**config.mk**
```make
export PLATFORM = sky130hd
export DESIGN_NAME = tah_sqrt_step
export DESIGN_NICKNAME = d
export VERILOG_FILES = /design/src/rtl/core/tah_pkg.sv /design/src/rtl/core/tah_sqrt_step.sv
export VERILOG_INCLUDE_DIRS = /design/src /design/src/rtl/core
export SDC_FILE = /design/constraint.sdc
export NUM_CORES = 1
export LEC_CHECK = 0
export BUFFER_PORTS_ARGS = -buffer_cell sky130_fd_sc_hd__clkbuf_2
export CORE_UTILIZATION = 49
export DETAILED_ROUTE_END_ITERATION = 8
export GPL_ROUTABILITY_DRIVEN = 0
export PLACE_DENSITY_LB_ADDON = 0.12
export SYNTH_ARGS = -nofsm -noshare
export SYNTH_HDL_FRONTEND = slang
export SYNTH_SLANG_ARGS = --single-unit
export TNS_END_PERCENT = 100
```
**constraint.sdc**
```tcl
create_clock -name clk -period 7.9 [get_ports clk]
set_clock_uncertainty 0.15 [all_clocks]
set_input_delay 0.79 -clock clk [delete_from_list [all_inputs] [get_ports clk]]
set_output_delay 0.79 -clock clk [all_outputs]
set_load 0.01 [all_outputs]
```
**src/rtl/core/assert_macros.svh**
```systemverilog
// Assertion macros shared by the core RTL.
// Depends on nothing; the bodies drop out when SYNTH is defined.
`ifndef ASSERT_MACROS_SVH
`define ASSERT_MACROS_SVH

`ifndef SYNTH
`define ASSERT_PROP(label, clk, rst, prop) \
  label: assert property (@(posedge clk) disable iff (rst) prop) \
    else $error("assertion failed");
`define ASSERT_NEVER(label, clk, rst, cond) \
  label: assert property (@(posedge clk) disable iff (rst) !(cond)) \
    else $error("forbidden condition seen");
`else
`define ASSERT_PROP(label, clk, rst, prop)
`define ASSERT_NEVER(label, clk, rst, cond)
`endif

`endif

```
**src/rtl/core/tah_pkg.sv**
```systemverilog
// Widths, stage counts and the control struct of the triangle area core.
// Used by tah_front, tah_sqrt_step and triangle_area_heron_core.
package tah_pkg;

  localparam int SIDE_W  = 16;
  localparam int SUM_W   = SIDE_W + 2;
  localparam int DIFF_W  = SIDE_W + 1;
  localparam int U_W     = SUM_W + DIFF_W;
  localparam int V_W     = 2 * DIFF_W;
  localparam int PART_W  = U_W + DIFF_W;
  localparam int PROD_W  = U_W + V_W;
  localparam int ROOT_W  = 2 * SIDE_W - 1;
  localparam int Q_W     = 2 * ROOT_W;
  localparam int REM_W   = ROOT_W + 2;
  localparam int FRONT_STAGES = 4;
  localparam int STAGES  = FRONT_STAGES + ROOT_W;

  typedef struct packed {
    logic valid;
    logic tri_ok;
  } ctl_t;

endpackage

```
**src/rtl/core/tah_sqrt_step.sv**
```systemverilog
// One registered step of the digit-by-digit integer square root.
// Takes two radicand bits per step; depends on tah_pkg and assert_macros.svh.
`include "assert_macros.svh"

module tah_sqrt_step (
  input  logic                        clk,
  input  logic                        rst,
  input  logic                        en,
  input  tah_pkg::ctl_t               ctl_in,
  input  logic [tah_pkg::REM_W-1:0]   rem_in,
  input  logic [tah_pkg::ROOT_W-1:0]  root_in,
  input  logic [tah_pkg::Q_W-1:0]     q_in,
  output tah_pkg::ctl_t               ctl_out,
  output logic [tah_pkg::REM_W-1:0]   rem_out,
  output logic [tah_pkg::ROOT_W-1:0]  root_out,
  output logic [tah_pkg::Q_W-1:0]     q_out
);

  logic [tah_pkg::REM_W+1:0] shifted;
  logic [tah_pkg::REM_W+1:0] trial;
  logic [tah_pkg::REM_W+1:0] diff;
  logic                      take;

  assign shifted = {rem_in, q_in[tah_pkg::Q_W-1:tah_pkg::Q_W-2]};
  assign trial   = {2'b00, root_in, 2'b01};
  assign diff    = shifted - trial;
  assign take    = shifted >= trial;

  always_ff @(posedge clk) begin
    if (rst) begin
      ctl_out.valid <= 1'b0;
    end else if (en) begin
      ctl_out  <= ctl_in;
      rem_out  <= take ? diff[tah_pkg::REM_W-1:0] : shifted[tah_pkg::REM_W-1:0];
      root_out <= {root_in[tah_pkg::ROOT_W-2:0], take};
      q_out    <= {q_in[tah_pkg::Q_W-3:0], 2'b00};
    end
  end

  `ASSERT_PROP(a_rem_bound, clk, rst, ctl_out.valid |-> rem_out <= {1'b0, root_out, 1'b0})
  `ASSERT_PROP(a_advance, clk, rst, en && ctl_in.valid |=> ctl_out.valid)

endmodule

```
==> out/results.tsv <==
metric	value	unit
crit-path max FO	56	
Synth top cells by count	edfxtp_1 (125), nor2_1 (46), inv_1 (43)	
main combinational cell family by area after synthesis	compound AO/OA/AOI/OAI gates	
critical path class	input port to flip-flop	
Reg clk slew, reported paths	0.06	ns
CTS Sinks	126	
worst path bufs/invs	2	
FFs w/ async S/R, synth	0	%
total wire length after detailed routing	15600	um
Synth top area share	59.1	%
Crit path max-delay family	compound AO/OA/AOI/OAI gates	
top-count cell post-synth	edfxtp_1	
area grow syn2layout	32.0	%
Ys Warns	0	
#FFs+latches synth	126	
share of layout cells above drive strength 1	40.5	%
crit path time final	3.66	ns
crit path launch type	input port	
Num CTS Buffers	17	
CP Capture Type	flip-flop	
fmax	273	MHz
Rel. slew slack	23.9	%
die width	116	um
RSZ-0062 raised after global routing	no	
residual DRC count	0	
row count	41	
final count of hold timing violations	0	
CTS resizes	0	
Core Area	0.0126	mm2
Layout Cells excl Fill	962	
full die area	0.0134	mm2
Setup violations, final	0	
initial antenna violation count	0	
largest net degree at the start of global routing	57	
actual slew at the worst max-slew pin	1.14	ns
crit-path cells	clkbuf_2 -> inv_1 -> ha_1 -> nand4_1 -> nor3_1 -> nand3_1 -> o2111a_1 -> o21ai_1 -> a21bo_4 -> mux2_1	
adder-cell area share of the yosys netlist	6.50	%
cell area after synthesis	0.00635	mm2
CP peak stage delay	0.62	ns
critical path arrival	3.67	ns
All-Layer GR Usage	23.2	%
DP Cell Count	931	
TritonCTS clock tree	built	
Final HPWL DP	11700	um
Min-Delay Path Class	flip-flop to flip-flop	
first drt pass iteration count	5	
1st-iter DRT viols	364	
buffer depth of the longest clock path	2	
post-CTS setup buffers	0	
Cells after Synth	515	
Power Dens Cells	238	mW/mm2
Avg Cell Area, Syn	12.3	um2
Synth Flop Type	edfxtp_1	
first-pass GRT wire length	23400	um
Die H	116	um
clk_lat worst skew	0.41	ns
maximum vdd drop	101	uV
vias per inst	5.25	
mux share of post-synthesis cell area	1.28	%
vias in the first global route	4716	
Yosys top cell by area	edfxtp_1	
status	complete, no violations	
Vias	5051	
CP required	7.91	ns
IO Port Bufs	256	
Simple-Gate Fraction of Synth Area	10.2	%
TNS Setup	0	ns
Post-synth EDFFs	125	
Post-Synth XOR/XNOR Area	3.86	%
grt ovf	0	
hold_buf cts	0	
top post-synthesis cells by area	edfxtp_1 (59%), ha_1 (6.5%), a21oi_1 (3.2%), nor2_1 (2.7%), inv_1 (2.5%)	
post-synthesis compound-gate area fraction	14.3	%
CTS root buf	clkbuf_16	
register area share after synthesis	59.4	%
Initial Util	50.3	%
max_cap viols	0	
I/O pins	259	
nets	942	
Detail Route Antenna Nets	0	
Lkg Pwr	3.73	nW
H-tree levels	4	
fin crit share	46.3	%
Slowest cell on crit path	a21bo_4	
DR WL/cell	16.2	um
fin. max-slew vios	0	
Netlist cell types	63	
Ant. Diodes	0	
## metrics by stage
step	util (%)	total power [W]	worst slack [ns]	area, um2	hold slack [ns]
global route	66.4	0.00208	4.01	8390	0.381
global placement	61.5	0.00117	3.90	7760	0.325
detailed placement	61.5	0.00117	3.84	7760	0.357
floorplan	-	0.00105	0.784	6360	0.378
finish	66.4	0.00200	4.24	8390	0.359
CTS	66.4	0.00201	4.28	8390	0.369
## cell families (layout without fill, tap and decap cells)
| group | count (synthesis) | count (layout) |
|---|---|---|
| and+or+nand+nor | 131 | 131 |
| AOI/OAI and AO/OA | 130 | 130 |
| DFF | 126 | 126 |
| adders and majority gates | 33 | 33 |
| muxes | 7 | 7 |
| other | 1 | 2 |
| buffers and inverters | 59 | 333 |
| xor gates and xnor gates | 28 | 28 |
## cell type report
| class | instances | area, um2 |
|---|---|---|
| clock buffer | 19 | 433 |
| tap | 172 | 215 |
| multi-input combinational | 331 | 2310 |
| sequential | 126 | 3770 |
| timing repair buffer | 258 | 1300 |
| inverter | 44 | 165 |
| fill | 1004 | 4230 |
| clock inverter | 12 | 191 |
## state kept, by name, indices dropped and copies added, names as in the netlist
| signal | count |
|---|---|
| q_out | 60 |
| ctl_out | 2 |
| rem_out | 33 |
| root_out | 31 |
## placed cells by master (no fill, tap or decap), types with 4 or more instances in the layout
master / synthesis / layout
a21oi_2: 17 / 17
nand2_1: 26 / 26
o21bai_1: 6 / 6
clkbuf_16: 0 / 17
a211oi_1: 6 / 6
bufinv_16: 0 / 5
o21ai_0: 18 / 18
nand2b_1: 6 / 6
nand3_1: 15 / 15
ha_1: 33 / 33
xor2_1: 15 / 15
nand4_1: 4 / 4
a21oi_1: 40 / 40
inv_1: 43 / 43
clkbuf_2: 0 / 256
edfxtp_1: 125 / 125
nor2_1: 46 / 46
a21o_1: 7 / 7
a31oi_1: 5 / 5
clkinv_2: 0 / 4
xnor2_1: 13 / 13
nor3_1: 10 / 10
and3_1: 6 / 6
## layer usage
layer | global-route usage [%] | routed length (um) | up-vias
met1 | 27.6 | 6430 | 2373
li1 | - | - | 2447
met5 | 0 | 0 | -
met3 | 5.96 | 1000 | 34
met2 | 39.4 | 7760 | 197
met4 | 10.9 | 404 | 0
## tightest hold or removal path, cell delays in order (launching register included)
cell and delay, ns:
dfxtp_1 0.33, mux2i_1 0.07, nor2_1 0.08
## worst paths after layout
path                    start  slack, ns    endpoint  cells after the start
setup / recovery  root_in[11]       4.24  rem_out[8]                     10
hold / removal     ctl_out[1]       0.36  ctl_out[1]                      2
setup reg to reg   ctl_out[1]       7.17  ctl_out[1]                      2
hold reg to reg    ctl_out[1]       0.36  ctl_out[1]                      2
## report_power, final
part / leakage [nW] / switching, W / internal, W
Sequential: 1.18 / 0.0000138 / 0.000802
Clock: 0.309 / 0.000279 / 0.000556
Combinational: 2.23 / 0.000201 / 0.000145
(Power assumes the default switching activity.)
