File: src/rtl/core/assert_macros.svh
// Assertion macros shared by the core RTL.
// Depends on nothing; the bodies drop out when SYNTH is defined.
`ifndef ASSERT_MACROS_SVH
`define ASSERT_MACROS_SVH

`ifndef SYNTH
`define ASSERT_PROP(label, clk, rst, prop) \
  label: assert property (@(posedge clk) disable iff (rst) prop) \
    else $error("assertion failed");
`define ASSERT_NEVER(label, clk, rst, cond) \
  label: assert property (@(posedge clk) disable iff (rst) !(cond)) \
    else $error("forbidden condition seen");
`else
`define ASSERT_PROP(label, clk, rst, prop)
`define ASSERT_NEVER(label, clk, rst, cond)
`endif

`endif

File: src/rtl/core/tah_pkg.sv
// Widths, stage counts and the control struct of the triangle area core.
// Used by tah_front, tah_sqrt_step and triangle_area_heron_core.
package tah_pkg;

  localparam int SIDE_W  = 16;
  localparam int SUM_W   = SIDE_W + 2;
  localparam int DIFF_W  = SIDE_W + 1;
  localparam int U_W     = SUM_W + DIFF_W;
  localparam int V_W     = 2 * DIFF_W;
  localparam int PART_W  = U_W + DIFF_W;
  localparam int PROD_W  = U_W + V_W;
  localparam int ROOT_W  = 2 * SIDE_W - 1;
  localparam int Q_W     = 2 * ROOT_W;
  localparam int REM_W   = ROOT_W + 2;
  localparam int FRONT_STAGES = 4;
  localparam int STAGES  = FRONT_STAGES + ROOT_W;

  typedef struct packed {
    logic valid;
    logic tri_ok;
  } ctl_t;

endpackage

File: src/rtl/core/tah_front.sv
// Front end: triangle check, Heron terms, product of the four terms over 16.
// Four register stages; depends on tah_pkg.
module tah_front (
  input  logic                        clk,
  input  logic                        rst,
  input  logic [tah_pkg::FRONT_STAGES-1:0] en,
  input  logic                        in_valid,
  input  logic [tah_pkg::SIDE_W-1:0]  side_a,
  input  logic [tah_pkg::SIDE_W-1:0]  side_b,
  input  logic [tah_pkg::SIDE_W-1:0]  side_c,
  output logic [tah_pkg::FRONT_STAGES-1:0] stage_valid,
  output tah_pkg::ctl_t               ctl_out,
  output logic [tah_pkg::Q_W-1:0]     q_out
);

  logic [tah_pkg::DIFF_W-1:0] ab, bc, ac;
  logic                       ok_next;
  logic [tah_pkg::SUM_W-1:0]  t1_next;
  logic [tah_pkg::DIFF_W-1:0] t2_next, t3_next, t4_next;

  tah_pkg::ctl_t              ctl1, ctl2, ctl3;
  logic [tah_pkg::SUM_W-1:0]  t1;
  logic [tah_pkg::DIFF_W-1:0] t2, t3, t4;
  logic [tah_pkg::U_W-1:0]    u, u_next;
  logic [tah_pkg::V_W-1:0]    v, v_next;
  logic [tah_pkg::PART_W-1:0] pl, ph, pl_next, ph_next;
  logic [tah_pkg::PROD_W-1:0] prod;

  assign ab = {1'b0, side_a} + {1'b0, side_b};
  assign bc = {1'b0, side_b} + {1'b0, side_c};
  assign ac = {1'b0, side_a} + {1'b0, side_c};
  assign ok_next = (ab > {1'b0, side_c}) && (bc > {1'b0, side_a}) && (ac > {1'b0, side_b});

  // zero every term of a non-triangle so the root comes out zero
  assign t1_next = ok_next ? ({1'b0, ab} + {2'b00, side_c}) : '0;
  assign t2_next = ok_next ? (bc - {1'b0, side_a}) : '0;
  assign t3_next = ok_next ? (ac - {1'b0, side_b}) : '0;
  assign t4_next = ok_next ? (ab - {1'b0, side_c}) : '0;

  always_ff @(posedge clk) begin
    if (rst) begin
      ctl1.valid <= 1'b0;
    end else if (en[0]) begin
      ctl1.valid  <= in_valid;
      ctl1.tri_ok <= ok_next;
      t1 <= t1_next;
      t2 <= t2_next;
      t3 <= t3_next;
      t4 <= t4_next;
    end
  end

  assign u_next = t1 * t2;
  assign v_next = t3 * t4;

  always_ff @(posedge clk) begin
    if (rst) begin
      ctl2.valid <= 1'b0;
    end else if (en[1]) begin
      ctl2 <= ctl1;
      u    <= u_next;
      v    <= v_next;
    end
  end

  // split v so that each product stays narrow
  assign pl_next = u * v[tah_pkg::DIFF_W-1:0];
  assign ph_next = u * v[tah_pkg::V_W-1:tah_pkg::DIFF_W];

  always_ff @(posedge clk) begin
    if (rst) begin
      ctl3.valid <= 1'b0;
    end else if (en[2]) begin
      ctl3 <= ctl2;
      pl   <= pl_next;
      ph   <= ph_next;
    end
  end

  assign prod = {ph, {tah_pkg::DIFF_W{1'b0}}} + {{(tah_pkg::PROD_W-tah_pkg::PART_W){1'b0}}, pl};

  always_ff @(posedge clk) begin
    if (rst) begin
      ctl_out.valid <= 1'b0;
    end else if (en[3]) begin
      ctl_out <= ctl3;
      q_out   <= prod[tah_pkg::Q_W+3:4];
    end
  end

  assign stage_valid = {ctl_out.valid, ctl3.valid, ctl2.valid, ctl1.valid};

endmodule

File: config.mk
export PLATFORM = sky130hd
export DESIGN_NAME = tah_front
export DESIGN_NICKNAME = d
export VERILOG_FILES = /design/src/rtl/core/assert_macros.svh /design/src/rtl/core/tah_pkg.sv /design/src/rtl/core/tah_front.sv
export SDC_FILE = /design/constraint.sdc
export NUM_CORES = 2
export LEC_CHECK = 0
export BUFFER_PORTS_ARGS = -buffer_cell sky130_fd_sc_hd__buf_2
export CAP_MARGIN = 20
export CORE_AREA = 10 10 383 385
export CTS_BUF_LIST = sky130_fd_sc_hd__clkbuf_16
export DETAILED_ROUTE_END_ITERATION = 16
export DIE_AREA = 0 0 393 395
export HOLD_SLACK_MARGIN = 0.08
export PLACE_DENSITY = 0.68
export SLEW_MARGIN = 20
export SYNTH_ARGS = -nofsm -noshare
export SYNTH_HDL_FRONTEND = slang
export SYNTH_SLANG_ARGS = --single-unit
export TNS_END_PERCENT = 5
File: constraint.sdc
create_clock -name clk -period 9.7 [get_ports clk]
set_input_delay 1.94 -clock clk [delete_from_list [all_inputs] [get_ports clk]]
set_output_delay 1.94 -clock clk [all_outputs]
set_load 0.02 [all_outputs]
==> metrics.txt <==
Total GRT Usage 24.4%; final estimated routing congestion in global placement about 0.92; top library cells by usage in the layout, fill and taps aside 1,830 x sky130_fd_sc_hd__inv_1, 1,456 x sky130_fd_sc_hd__fa_1, 1,240 x sky130_fd_sc_hd__nand2_1; Critical Setup Path Class register to register; number of fill cells around 12,000; required time reported for the critical path endpoint about 10 ns; Synth Instances just under 8,000; Clock Root Buffer sky130_fd_sc_hd__clkbuf_16; detailed-route wire length between 150 and 200 mm; number of buffers created by CTS 40; Die X-Extent just under 400 um; average wire per cell in the routed design 19.2 um; synthesis-to-finish area growth 5.16%; H-tree levels 2; clk_lat worst skew about 0.63 ns; Clock transition at path regs ~0.070 ns; placeable core region approximately 140,000 um^2; RSZ-0062 raised after global routing no; Cell Area, Synth between 70,000 and 80,000 um^2; Boundary Pins 123; number of remaining DRC errors 0; IO Port Bufs 122; via count of the routed design approximately 52,000; first-pass GRT wire length between 300 and 400 mm; Final Max Tran Viols 0; PostCTS Resize Cnt 0; number of global-route vias before repair 56,600; HP Class register to register; slew at the pin closest to its max-slew limit ~1.2 ns; number of buffers added for setup after CTS 0; total nets after synthesis ~10,000; number of buffers inserted for hold repair after clock tree synthesis 0; pin count of the biggest net entering global routing ~70; Setup crit end kind register; detailed router's first-iteration violation count between 3,000 and 4,000; detailed placement HPWL between 100 and 150 mm; most instantiated flip-flop cell in the synthesis netlist sky130_fd_sc_hd__edfxtp_1; warning count from the yosys run 0; Worst R2R Setup Slack about 1.6 ns; Min Clock Period, post-route about 8 ns; final setup violation count 0; number of clock sinks seen by CTS 304; count of cells along the worst register-to-register path 23; CP Data Arrival Time approximately 8.4 ns; proportion of synthesized flip-flops having asynchronous set or reset 0%; largest fanout on the critical path 20; number of enable-type register cells in the synthesized netlist 300; most common cell after layout, fill and taps aside sky130_fd_sc_hd__inv_1; post-route setup TNS 0 ns; synthesis-stage register bit count around 300; worst hold margin between 0.4 and 0.5 ns; die extent in y roughly 400 um; final net count 9,857; startpoint of the most critical setup path v[26]$_DFFE_PP_; number of antenna violations at the first check in global routing 4; highest clock frequency the design can meet 124 MHz; largest buffer count on any clock path 3; final hold violation count 0; Setup crit end ph[48]$_DFFE_PP_; beginning of the worst register-to-register path v[26]$_DFFE_PP_; Post-Syn Area per Cell 9.17 um^2; fraction of layout cells with a size suffix above 1 between 4 and 5%; TritonRoute pass-1 iters 8; final worst-path cycle share a little over four fifths; TritonCTS clock tree built; FP Rows 137; worst slew slack as a fraction of its limit between 10% and 20%; reported max-cap violation count 0; result of the run finished clean; initial core utilization between 50% and 60%; Final Util roughly 54%; Seq/Total Area, Yosys roughly 13%; type of origin of the critical path register; overflow left after global routing 0; Antenna Nets Post-Route 0; number of distinct standard cells referenced by the synthesized netlist 80; die area about 160,000 um^2; Clock Skews approximately 0.046 ns; number of vias per cell about 5.4; worst reg2reg path endpoint ph[48]$_DFFE_PP_
## per-stage QoR
stage,setup slack [ns],std cells,area [um^2]
floorplan,2.83,7830,71800
global placement,1.63,9511,74100
detailed placement,1.69,9512,74100
CTS,1.73,9584,75500
global route,1.11,9587,75500
finish,1.63,9588,75500
## cell usage after synthesis (all sizes together) (27+ instances only)
cell type / count / share of area (%)
nand3: 51 / 0.36
fa: 1456 / 41
nor2b: 40 / 0.35
nor3: 43 / 0.30
o21a: 27 / 0.28
nand2b: 32 / 0.28
clkbuf: 342 / 1.8
o21ai: 124 / 0.87
xor2: 79 / 0.96
edfxtp: 300 / 13
a21oi: 208 / 1.5
nor2: 189 / 0.99
nand2: 1240 / 6.5
and2: 644 / 5.6
a21o: 123 / 1.3
o21bai: 47 / 0.49
inv: 1828 / 9.6
xnor2: 208 / 2.5
ha: 599 / 10
## cell type report
cell class	instances	area, um^2	area share (%)
Multi-Input combinational cell	5348	54500	72.3
Sequential cell	304	9090	12.0
Inverter	1828	6860	9.09
Tap cell	1807	2260	3.00
Timing Repair Buffer	225	1390	1.84
Clock buffer	42	1050	1.39
Clock inverter	30	278	0.368
Antenna cell	4	10.0	0.0133
## registers in the layout, indices dropped and copies added, names as in the netlist
signal       count
stage_valid      3
ctl1             1
t3              17
ctl3             1
q_out           62
t1              18
pl              48
u               35
t4              16
v               34
ctl_out          2
ctl2             1
t2              17
ph              49
## worst max-delay path, stage by stage (launching register included)
cell and delay (ns):
sky130_fd_sc_hd__edfxtp_1 0.92, sky130_fd_sc_hd__buf_4 0.36, sky130_fd_sc_hd__nand2_1 0.11, sky130_fd_sc_hd__fa_1 0.56, sky130_fd_sc_hd__inv_1 0.06, sky130_fd_sc_hd__fa_1 0.49, sky130_fd_sc_hd__fa_1 0.58, sky130_fd_sc_hd__fa_1 0.44
sky130_fd_sc_hd__fa_1 0.49, sky130_fd_sc_hd__inv_1 0.05, sky130_fd_sc_hd__fa_1 0.49, sky130_fd_sc_hd__inv_1 0.06, sky130_fd_sc_hd__ha_1 0.34, sky130_fd_sc_hd__a21oi_1 0.34, sky130_fd_sc_hd__nand3_1 0.11, sky130_fd_sc_hd__nor3_1 0.18
sky130_fd_sc_hd__o31ai_1 0.19, sky130_fd_sc_hd__a221oi_2 0.42, sky130_fd_sc_hd__nor3_1 0.14, sky130_fd_sc_hd__o21ai_1 0.60, sky130_fd_sc_hd__o31a_1 0.27, sky130_fd_sc_hd__o21ai_1 0.10, sky130_fd_sc_hd__o41ai_1 0.32, sky130_fd_sc_hd__xnor2_1 0.13
## worst min path at each step
| stage | start | endpoint | slack, ns | cells after the start |
|---|---|---|---|---|
| floorplan | ctl1[0]$_DFFE_PP_ | ctl2[0]$_DFFE_PP_ | 0.40 | 0 |
| global placement | ctl3[0]$_DFFE_PP_ | ctl_out[0]$_DFFE_PP_ | 0.40 | 0 |
| detailed placement | pl[4]$_DFFE_PP_ | q_out[0]$_DFFE_PP_ | 0.41 | 0 |
| CTS | pl[14]$_DFFE_PP_ | q_out[10]$_DFFE_PP_ | 0.42 | 0 |
| global route | pl[4]$_DFFE_PP_ | q_out[0]$_DFFE_PP_ | 0.43 | 0 |
| finish | pl[4]$_DFFE_PP_ | q_out[0]$_DFFE_PP_ | 0.42 | 0 |
## logic make-up (layout without fill, tap and decap cells)
family | Yosys count | in the layout | synth area share (%)
AOI/OAI and AO/OA | 679 | 679 | 6.14
xor gates and xnor gates | 287 | 287 | 3.50
adders and majority gates | 2055 | 2055 | 51.1
buffers and inverters | 2178 | 2125 | 11.4
DFF | 304 | 304 | 12.7
muxes | 4 | 4 | 0.0558
other | 0 | 4 | 0
and+or+nand+nor | 2323 | 2323 | 15.2
## routing by layer
layer,GRT usage (%),routed length (um),vias up
met5,0,0,-
met4,8.41,7000,0
met3,4.18,13700,423
met2,41.7,89500,1873
met1,31.0,73700,26300
li1,-,-,23200
Power is left out: the tool's default activity adds up to more than one toggle a clock period on the data nets, which glitch-free logic cannot reach.
